### config.mk
export PLATFORM = sky130hd
export DESIGN_NAME = parity_check_syndrome_locator_unit
export DESIGN_NICKNAME = d
export VERILOG_FILES = /design/src/sv/pcsl_pkg.sv /design/src/sv/pcsl_search.sv /design/src/sv/parity_check_syndrome_locator_unit.sv
export SDC_FILE = /design/constraint.sdc
export NUM_CORES = 1
export LEC_CHECK = 0
export ABC_AREA = 0
export BUFFER_PORTS_ARGS = -buffer_cell sky130_fd_sc_hd__buf_2
export CAP_MARGIN = 20
export CORE_ASPECT_RATIO = 0.8
export CORE_MARGIN = 2
export CORE_UTILIZATION = 40
export DETAILED_ROUTE_END_ITERATION = 10
export GPL_TIMING_DRIVEN = 0
export PLACE_DENSITY = 0.66
export RECOVER_POWER = 25
export SLEW_MARGIN = 30
export SYNTH_ARGS = -nofsm -noshare
export SYNTH_HDL_FRONTEND = slang
export SYNTH_SLANG_ARGS = --single-unit
### constraint.sdc
create_clock -name clk -period 3.55 [get_ports clk]
set_clock_uncertainty 0.2 [all_clocks]
set_input_delay 0.355 -clock clk [delete_from_list [all_inputs] [get_ports clk]]
set_output_delay 0.355 -clock clk [all_outputs]
set_load 0.1 [all_outputs]
### src/sv/pcsl_pkg.sv
// Package for the parity-check syndrome locator: sizes, codes, the result
// record and the matrix helper functions. It depends on nothing else.
package pcsl_pkg;

    localparam int ROWS       = 8;
    localparam int COLS       = 16;
    localparam int REG_COUNT  = 8;
    localparam int REG_W      = 16;
    localparam int SYN_W      = 8;
    localparam int POS_W      = 4;
    localparam int IDX_W      = $clog2(COLS);
    localparam int CFG_IDX_W  = 3;
    localparam int DATA_IN_W  = 16;
    localparam int DATA_OUT_W = 24;

    typedef logic [REG_COUNT-1:0][REG_W-1:0] h_rows_t;

    typedef enum logic [1:0] {
        ST_IDLE,
        ST_SINGLE,
        ST_PAIR,
        ST_DONE
    } state_t;

    typedef enum logic [1:0] {
        STATUS_SINGLE = 2'd0,
        STATUS_PAIR   = 2'd1,
        STATUS_NONE   = 2'd2
    } status_t;

    typedef struct packed {
        logic [SYN_W-1:0] syndrome;
        status_t          status;
        logic [POS_W-1:0] first_position;
        logic [POS_W-1:0] second_position;
    } result_t;

    // Column c of the matrix, bit r is row r. Columns past the register width read as zero.
    function automatic logic [ROWS-1:0] column_of(h_rows_t h, logic [IDX_W-1:0] c);
        logic [ROWS-1:0] col;
        logic [31:0]     ci;
        col = '0;
        ci  = 32'(c);
        for (int r = 0; r < ROWS; r++)
        begin
            if (ci < 32'(REG_W))
            begin
                col[r] = h[r][ci[3:0]];
            end
        end
        return col;
    endfunction

    function automatic logic [SYN_W-1:0] syndrome_of(h_rows_t h, logic [REG_W-1:0] word);
        logic [SYN_W-1:0] syn;
        syn = '0;
        for (int r = 0; r < SYN_W; r++)
        begin
            if (r < ROWS)
            begin
                syn[r] = ^(h[r] & word);
            end
        end
        return syn;
    endfunction

endpackage

### src/sv/pcsl_search.sv
// Syndrome former and ordered column search with one shared XOR-compare unit.
// Depends on pcsl_pkg.
module pcsl_search
(
    input  logic                      clk,
    input  logic                      rst_n,
    input  pcsl_pkg::h_rows_t         h_rows,
    input  logic                      in_valid,
    output logic                      in_ready,
    input  logic [pcsl_pkg::REG_W-1:0] in_word,
    output logic                      res_valid,
    input  logic                      res_ready,
    output pcsl_pkg::result_t         res
);

    localparam logic [pcsl_pkg::IDX_W-1:0] LAST_J = pcsl_pkg::IDX_W'(pcsl_pkg::COLS - 1);
    localparam logic [pcsl_pkg::IDX_W-1:0] LAST_I = pcsl_pkg::IDX_W'(pcsl_pkg::COLS - 2);

    pcsl_pkg::state_t               state_reg, state_next;
    logic [pcsl_pkg::IDX_W-1:0]     i_reg, i_next;
    logic [pcsl_pkg::IDX_W-1:0]     j_reg, j_next;
    logic [pcsl_pkg::SYN_W-1:0]     syn_reg, syn_next;
    pcsl_pkg::result_t              res_reg, res_next;

    logic [pcsl_pkg::ROWS-1:0]      col_a;
    logic [pcsl_pkg::ROWS-1:0]      col_b;
    logic                           hit;

    always_ff @(posedge clk or negedge rst_n)
    begin
        if (!rst_n)
        begin
            state_reg <= pcsl_pkg::ST_IDLE;
        end
        else
        begin
            state_reg <= state_next;
        end
    end

    always_ff @(posedge clk)
    begin
        i_reg   <= i_next;
        j_reg   <= j_next;
        syn_reg <= syn_next;
        res_reg <= res_next;
    end

    always_comb
    begin
        col_a = pcsl_pkg::column_of(h_rows, i_reg);
        col_b = (state_reg == pcsl_pkg::ST_PAIR) ? pcsl_pkg::column_of(h_rows, j_reg) : '0;
        hit   = ((col_a ^ col_b) == syn_reg[pcsl_pkg::ROWS-1:0]);
    end

    always_comb
    begin
        state_next = state_reg;
        i_next     = i_reg;
        j_next     = j_reg;
        syn_next   = syn_reg;
        res_next   = res_reg;
        in_ready   = 1'b0;
        res_valid  = 1'b0;
        case (state_reg)
            pcsl_pkg::ST_IDLE:
            begin
                in_ready = 1'b1;
                if (in_valid)
                begin
                    syn_next   = pcsl_pkg::syndrome_of(h_rows, in_word);
                    i_next     = '0;
                    j_next     = '0;
                    state_next = pcsl_pkg::ST_SINGLE;
                end
            end
            pcsl_pkg::ST_SINGLE:
            begin
                if (hit)
                begin
                    res_next.syndrome        = syn_reg;
                    res_next.status          = pcsl_pkg::STATUS_SINGLE;
                    res_next.first_position  = pcsl_pkg::POS_W'(i_reg);
                    res_next.second_position = '0;
                    state_next               = pcsl_pkg::ST_DONE;
                end
                else if (i_reg == LAST_J)
                begin
                    i_next     = '0;
                    j_next     = pcsl_pkg::IDX_W'(1);
                    state_next = pcsl_pkg::ST_PAIR;
                end
                else
                begin
                    i_next = i_reg + pcsl_pkg::IDX_W'(1);
                end
            end
            pcsl_pkg::ST_PAIR:
            begin
                if (hit)
                begin
                    res_next.syndrome        = syn_reg;
                    res_next.status          = pcsl_pkg::STATUS_PAIR;
                    res_next.first_position  = pcsl_pkg::POS_W'(i_reg);
                    res_next.second_position = pcsl_pkg::POS_W'(j_reg);
                    state_next               = pcsl_pkg::ST_DONE;
                end
                else if (j_reg == LAST_J)
                begin
                    if (i_reg == LAST_I)
                    begin
                        res_next.syndrome        = syn_reg;
                        res_next.status          = pcsl_pkg::STATUS_NONE;
                        res_next.first_position  = '0;
                        res_next.second_position = '0;
                        state_next               = pcsl_pkg::ST_DONE;
                    end
                    else
                    begin
                        i_next = i_reg + pcsl_pkg::IDX_W'(1);
                        j_next = i_reg + pcsl_pkg::IDX_W'(2);
                    end
                end
                else
                begin
                    j_next = j_reg + pcsl_pkg::IDX_W'(1);
                end
            end
            pcsl_pkg::ST_DONE:
            begin
                res_valid = 1'b1;
                if (res_ready)
                begin
                    state_next = pcsl_pkg::ST_IDLE;
                end
            end
            default:
            begin
                state_next = pcsl_pkg::ST_IDLE;
            end
        endcase
    end

    assign res = res_reg;

    a_accept_starts: assert property (@(posedge clk) disable iff (!rst_n)
        (in_valid && in_ready) |=> (state_reg == pcsl_pkg::ST_SINGLE))
        else $error("Accepted request did not start the column search.");

    a_pair_order: assert property (@(posedge clk) disable iff (!rst_n)
        (state_reg == pcsl_pkg::ST_PAIR) |-> (j_reg > i_reg))
        else $error("Pair search left the i below j order.");

    a_result_holds: assert property (@(posedge clk) disable iff (!rst_n)
        (res_valid && !res_ready) |=> (res_valid && $stable(res_reg)))
        else $error("Pending result changed before it was taken.");

    a_none_zero: assert property (@(posedge clk) disable iff (!rst_n)
        (res_valid && (res_reg.status == pcsl_pkg::STATUS_NONE))
        |-> ((res_reg.first_position == '0) && (res_reg.second_position == '0)))
        else $error("No-match result carries a nonzero position.");

endmodule

### src/sv/parity_check_syndrome_locator_unit.sv
// Top level of the parity-check syndrome locator: matrix row registers, the
// search sequencer and the output register. Depends on pcsl_pkg and pcsl_search.
// Flow: a request is taken in the idle state; the single-column compares and, if none
// hits, the column-pair compares run, one per cycle in the shared XOR-compare unit;
// the result waits in the done state for the output register before the next request.
// Reset clears the matrix rows to zero and empties the block; no clearing pass.
module parity_check_syndrome_locator_unit
(
    input  logic                              clk,
    input  logic                              rst_n,
    input  logic                              s_axis_tvalid,
    output logic                              s_axis_tready,
    input  logic [pcsl_pkg::DATA_IN_W-1:0]    s_axis_tdata,  // received_word
    output logic                              m_axis_tvalid,
    input  logic                              m_axis_tready,
    // syndrome[7:0], status[9:8], first_position[13:10], second_position[17:14], zero pad
    output logic [pcsl_pkg::DATA_OUT_W-1:0]   m_axis_tdata,
    input  logic                              cfg_valid,
    output logic                              cfg_ready,
    input  logic [pcsl_pkg::CFG_IDX_W-1:0]    cfg_index,
    input  logic [pcsl_pkg::REG_W-1:0]        cfg_data
);

    pcsl_pkg::h_rows_t                  h_rows_reg;
    logic                               out_valid_reg;
    logic [pcsl_pkg::DATA_OUT_W-1:0]    out_data_reg;

    logic                               res_valid;
    logic                               res_ready;
    pcsl_pkg::result_t                  res;

    assign cfg_ready = 1'b1;

    always_ff @(posedge clk or negedge rst_n)
    begin
        if (!rst_n)
        begin
            h_rows_reg <= '0;
        end
        else if (cfg_valid && cfg_ready)
        begin
            h_rows_reg[cfg_index] <= cfg_data;
        end
    end

    pcsl_search u_search
    (
        .clk       (clk),
        .rst_n     (rst_n),
        .h_rows    (h_rows_reg),
        .in_valid  (s_axis_tvalid),
        .in_ready  (s_axis_tready),
        .in_word   (s_axis_tdata),
        .res_valid (res_valid),
        .res_ready (res_ready),
        .res       (res)
    );

    assign res_ready = !out_valid_reg || m_axis_tready;

    always_ff @(posedge clk or negedge rst_n)
    begin
        if (!rst_n)
        begin
            out_valid_reg <= 1'b0;
        end
        else if (res_ready)
        begin
            out_valid_reg <= res_valid;
        end
    end

    always_ff @(posedge clk)
    begin
        if (res_valid && res_ready)
        begin
            out_data_reg <= {6'b0, res.second_position, res.first_position,
                             res.status, res.syndrome};
        end
    end

    assign m_axis_tvalid = out_valid_reg;
    assign m_axis_tdata  = out_data_reg;

endmodule

* After elaboration in Yosys (flattened, before gate mapping)
Index checks and enable logic that the tools add are counted.
Storage, ports and cells: word-level logic and storage cells 137, register bits 183, bits of input ports 40
Operators by class: reduce and logical (&&, ||, !) cells 20, equal/unequal tests 19, add/sub/neg operators 3, bitwise operators 9, muxes and demuxes 64, magnitude comparators 4
Operators with widths (count):
- 16-bit AND | 8
- 128-bit bitwise mux | 1
- 16-bit XOR reduction | 8
- 18-bit two-way mux | 4
- 1-bit binary-select mux with 4-bit select | 16
- 16-bit demux with 3-bit select | 1
- 4-bit two-way mux | 11
- 18-bit one-hot mux with 2 select lines | 1
- 4-bit one-hot mux with 3 select lines | 2
- 1-bit two-way mux | 18
- 16-bit two-way mux | 1
- 2-bit two-way mux | 7
- 4-bit == test (second input constant) | 3
- 2-bit != test (second input constant) | 6
- 6-bit AND reduction | 2
- 4-bit by 5-bit < comparator with 1-bit output (second input constant) | 2
- 4-bit by 1-bit adder with 4-bit output (second input constant) | 2
- 8-bit == test | 1
- 8-bit two-way mux | 1
- 2-bit one-hot mux with 4 select lines | 1
- 8-bit bitwise XOR | 1
- 3-bit by 2-bit != test with 1-bit output (second input constant) | 2
- 5-bit AND reduction | 1
- 4-bit by 2-bit adder with 4-bit output (second input constant) | 1
- 15 further kinds | 18

* Depth between registers and ports, before layout
word-level depth 7, gate-level depth with buffers 12

* Modules after synthesis
Synthesis repeated with hierarchy kept, for this count alone.
Second synthesis, totals: cell total of the unflattened synthesis 927, area total of the unflattened synthesis 11302.1 sq um
By module, submodules not included:
- pcsl_search | seq. area each 1071.0 sq um, times used 1, cells an instance 617, area each 5743.0 sq um
- parity_check_syndrome_locator_unit | seq. area each 3768.6 sq um, times used 1, cells an instance 310, area each 5559.1 sq um

* Worst setup path after synthesis
No wires, ideal clock.
kind register to register, from register u_search.i_reg[1] (netlist bit), to register u_search.res_reg, in the netlist u_search.res[0] (enable), slack -0.292 ns, period minus slack after synthesis 3.842 ns, stages on the path, launching flop included 13, path buffers 3, library setup time 0.375 ns, arrival 3.267 ns, cell sequence edfxtp_1 -> buf_6 -> buf_4 -> buf_2 -> mux4_2 -> and3_1 -> nor4b_1 -> nand3_1 -> xor2_1 -> o211a_1 -> or2_2 -> nor2_4 -> o22a_1
On the way: cells in the longest elaborated chain, start to end 6, elaborated cells on any way between the ends 23, those cells by class eq/ne: 5; mux: 16; bitwise: 1; reduce/logical: 1
RTL lines:
- start: declaration | line pcsl_search.sv:20 | logic [pcsl_pkg::IDX_W-1:0] i_reg, i_next;
- start signal: assignment | line pcsl_search.sv:43 | i_reg <= i_next;
- 1-bit binary-select mux with 4-bit select | line pcsl_pkg.sv:48 | col[r] = h[r][ci[3:0]];
- 1-bit two-way mux (implied by the code) | line pcsl_pkg.sv:48
- 8-bit bitwise XOR | line pcsl_search.sv:53 | hit = ((col_a ^ col_b) == syn_reg[pcsl_pkg::ROWS-1:0]);
- 8-bit == test | line pcsl_search.sv:53
- 3-bit by 2-bit != test with 1-bit output (no source line) or 2-bit by 1-bit != test with 1-bit output (tied branches)
- 4-bit AND reduction (no source line) (*)
- end signal: assignment | line pcsl_search.sv:46 | res_reg <= res_next;
- end: declaration | line pcsl_search.sv:23 | pcsl_pkg::result_t res_reg, res_next;
Mark *: on every way between the ends. The rest lies on a longest branch, timed or not. The select of a mux whose other input is x is not followed. A chain may end at the register's enable or synchronous reset.

* Worst setup path in the final report
from register u_search.i_reg[2] (netlist bit), to register u_search.res_reg, in the netlist u_search.res[5] (enable)
The elaborated chain is that of the path after synthesis.

==> qor.yml <==
sta:
  rsz0062_at_grt: "yes"
  finalHoldViolCount: 0
  fin_ws_ns: -0.1256
  slew_headroom_pct: -48.91
  slew_viol_final: 35
  hold_slack_ns: 0.1966
  fmaxAchievable_mhz: 272.1
  min_period_over_period_pct: 103.5
  tightest_slew_ns: 2.234
  setup_violations: 30
  final.min_clock_period_ns: 3.676
  setup_tns_ns: -2.973
clock_network:
  numCtsBuffers: 17
  h-tree-depth: 4
  clockBufferDepth: 2
  clk-insertion-delay-late_ns: 0.46
  cts_tree: "done"
  cts_sinks: 183
  path_clk_slew_ns: 0.07
  cts-root-buf: "clkbuf_16"
run:
  maxCapViolCount: 1
worst_setup_path:
  cp-end-kind: "register"
  r2r_slack_ns: -0.13
  r2r-end: "u_search.res[5]$_DFFE_PP_"
  cp.required_ns: 3.51
  worst-setup-path-type: "reg -> reg"
  worstRegToRegCells: 10
  r2r_start: "u_search.i_reg[2]$_SDFFCE_PN0P_"
  worstPathArrival_ns: 3.63
  start_kind: "register"
  path_max_fanout: 10
layout:
  register_area_um2: 4840
  multi_input_area_um2: 6165
  largest_reg_flops: 128
  fillers: 2448
  drive_gt1_share_pct: 34.91
  diodes: 0
  syn_to_final_growth_pct: 17.05
  finalNetCount: 1050
place:
  io_buffers: 39
  gp_congestion: 0.9661
  dpl.hpwl_um: 23740
  place_ws_ns: -1.180
routing:
  drt-initial-drc-count: 873
  drc: 0
  antenna_left: 0
  dr.pass1.iters: 5
  via_per_inst: 5.959
  via_count: 8212
  drt_wl_total_um: 35580
  routedWlPerCell_um: 25.82
power_and_ir_drop:
  worst_ir_drop_vdd_mv: 0.5540
  power_density_nw_per_um2: 908.4
  total_power_mw: 11.77
  p_leak_nw: 4.965
synthesis:
  yosysUniqueCellTypes: 63
  ys_ff_latch: 183
  yosys_warnings: 0
  synth_top_area_share_pct: 29.62
  synth_async_sr_flop_share_pct: 71.58
  ys_seq_area_share_pct: 43.73
  synth_area_leaders: "dfrtp_1, edfxtp_1, mux2_2, mux4_2, xnor2_1"
  synth_area_um2: 11070
  yosys.area.top_type: "dfrtp_1"
  synth_ff_type: "dfrtp_1"
  syn_area_per_cell_um2: 12.16
  synth_cells: 910
  synth_edf_count: 52
floorplanning:
  coreArea_um2: 27230
  die_w_um: 190.0
  rows: 54
  chipHeight_um: 152.8
  boundaryPins: 67
  die-area_um2: 29020
  start_util_pct: 40.64
worst_hold_path:
  worstHoldPathCells: 2
  min_from: "cfg_data[3]"
  holdPathEnd: "h_rows_reg[51]$_DFFE_PN0P_"
  hp-class: "in -> reg"
global_route:
  grt_pass1_vias: 7981
  grt_pass1_wl_um: 52150
  grt_usage_pct: 25.08
  grt_max_degree: 50
  overflow: 0
  antenna_found_initial: 0
outcome:
  status: "finished with violations"
  violations: "max-capacitance violations, max-slew violations, negative setup slack"
[routing by layer]
| metal | GRT usage, % | share of wire [%] | up-vias |
|---|---|---|---|
| li1 | - | - | 3483 |
| met1 | 35.84 | 41 | 4118 |
| met2 | 34.74 | 42 | 530 |
| met3 | 9.074 | 13 | 81 |
| met4 | 9.265 | 3.4 | 0 |
| met5 | 0 | 0 | - |
[kinds of logic after synthesis]
group / after synthesis / synth area share (%)
simple gates: 241 / 10.28
fa+ha+maj: 8 / 0.9045
other cells: 2 / 0.06786
compound gates: 74 / 5.076
mux: 202 / 26.47
flops: 183 / 43.73
buf+inv: 69 / 2.940
xor+xnor: 131 / 10.54
[layout by cell type (no fill, tap or decap), types with 5 or more instances in the layout]
| master | netlist | routed |
|---|---|---|
| nand2_1 | 144 | 141 |
| dfrtp_1 | 131 | 131 |
| mux2_2 | 128 | 128 |
| xnor2_1 | 101 | 100 |
| mux4_2 | 49 | 56 |
| edfxtp_1 | 52 | 52 |
| buf_2 | 10 | 39 |
| clkbuf_1 | 36 | 29 |
| xor2_1 | 29 | 26 |
| buf_4 | 8 | 25 |
| clkbuf_16 | 0 | 17 |
| a22oi_1 | 17 | 15 |
| nor2_1 | 17 | 15 |
| mux2i_1 | 16 | 14 |
| nor3_1 | 14 | 12 |
| buf_6 | 1 | 11 |
| nand4b_1 | 9 | 9 |
| nand2b_1 | 9 | 8 |
| nand3_1 | 8 | 8 |
| ha_1 | 8 | 8 |
| nor2b_1 | 7 | 7 |
| and3_1 | 7 | 7 |
| a21oi_1 | 8 | 7 |
| conb_1 | 2 | 7 |
| buf_1 | 7 | 6 |
| o21ai_0 | 7 | 6 |
| inv_1 | 5 | 5 |
| buf_12 | 1 | 5 |
| a22o_1 | 6 | 5 |
[cells in the mapped netlist, types with 6 or more instances]
library cell	count
nand2_1	144
nand2b_1	9
a22o_1	6
nor2_1	17
nor2b_1	7
xor2_1	29
buf_1	7
edfxtp_1	52
a21oi_1	8
mux2i_1	16
nand3_1	8
ha_1	8
nand4b_1	9
buf_4	8
clkbuf_1	36
a22oi_1	17
dfrtp_1	131
xnor2_1	101
mux2_2	128
and3_1	7
mux4_1	8
mux4_2	49
o21ai_0	7
buf_2	10
nor3_1	14
[metrics by stage]
| stage | util [%] | instances | instance area [um^2] |
|---|---|---|---|
| detailed placement | 43.41 | 1320 | 11820 |
| global placement | 43.13 | 1318 | 11750 |
| CTS | 47.26 | 1374 | 12870 |
| floorplan | - | 915 | 11090 |
| finish | 47.57 | 1378 | 12950 |
| global route | 47.57 | 1378 | 12950 |
[critical path: stages, from the launching register on]
cell and delay (ns):
edfxtp_1 0.38, buf_2 0.35, nand2b_1 0.37, o22a_1 0.28, o221ai_4 0.16, xor2_2 0.23, xnor2_1 0.14, or4_4 0.53
a22o_4 0.26, nor2_4 0.23, o22a_4 0.23
[power by group]
part	leakage, nW	internal (mW)	switching (mW)
Combinational	2.61	2.89	3.65
Sequential	2.08	2.79	0.513
Clock	0.283	1.05	0.866
Total	4.96	6.74	5.03
[how the worst max path moves through the flow]
stage,startpoint,endpoint,slack [ns],cells after the start
finish,u_search.i_reg[2]$_SDFFCE_PN0P_,u_search.res[5]$_DFFE_PP_,-0.13,10
global route,u_search.i_reg[1]$_SDFFCE_PN0P_,u_search.j_reg[2]$_SDFFCE_PN0P_,-0.18,12
CTS,u_search.i_reg[1]$_SDFFCE_PN0P_,u_search.res[5]$_DFFE_PP_,-0.08,13
detailed placement,u_search.j_reg[0]$_SDFFCE_PN0P_,u_search.j_reg[3]$_SDFFCE_PN0P_,-1.18,11
global placement,u_search.j_reg[0]$_SDFFCE_PN0P_,u_search.j_reg[3]$_SDFFCE_PN0P_,-1.16,11
floorplan,u_search.j_reg[1]$_SDFFCE_PN0P_,u_search.j_reg[0]$_SDFFCE_PN0P_,0.01,10
[repair_timing]
item / 4_1_cts / 5_1_grt
hold buffers: 2 / 0
endpoints found under the hold margin: 83 / 0
cloned: 3 / 0
resized for setup: 75 / 21
buffers inserted: 19 / 4
endpoints found under the setup margin: 38 / 37
pin swaps: 20 / 11
[area by class of cell]
cell class | count | share of cell area [%]
Buffer | 62 | 3.216
Multi-Input combinational cell | 666 | 47.59
Clock buffer | 19 | 3.429
Tap cell | 364 | 3.516
Inverter | 6 | 0.1739
Timing Repair Buffer | 66 | 3.748
Clock inverter | 12 | 0.9659
Sequential cell | 183 | 37.36
Power figures use the tool's default switching activity.
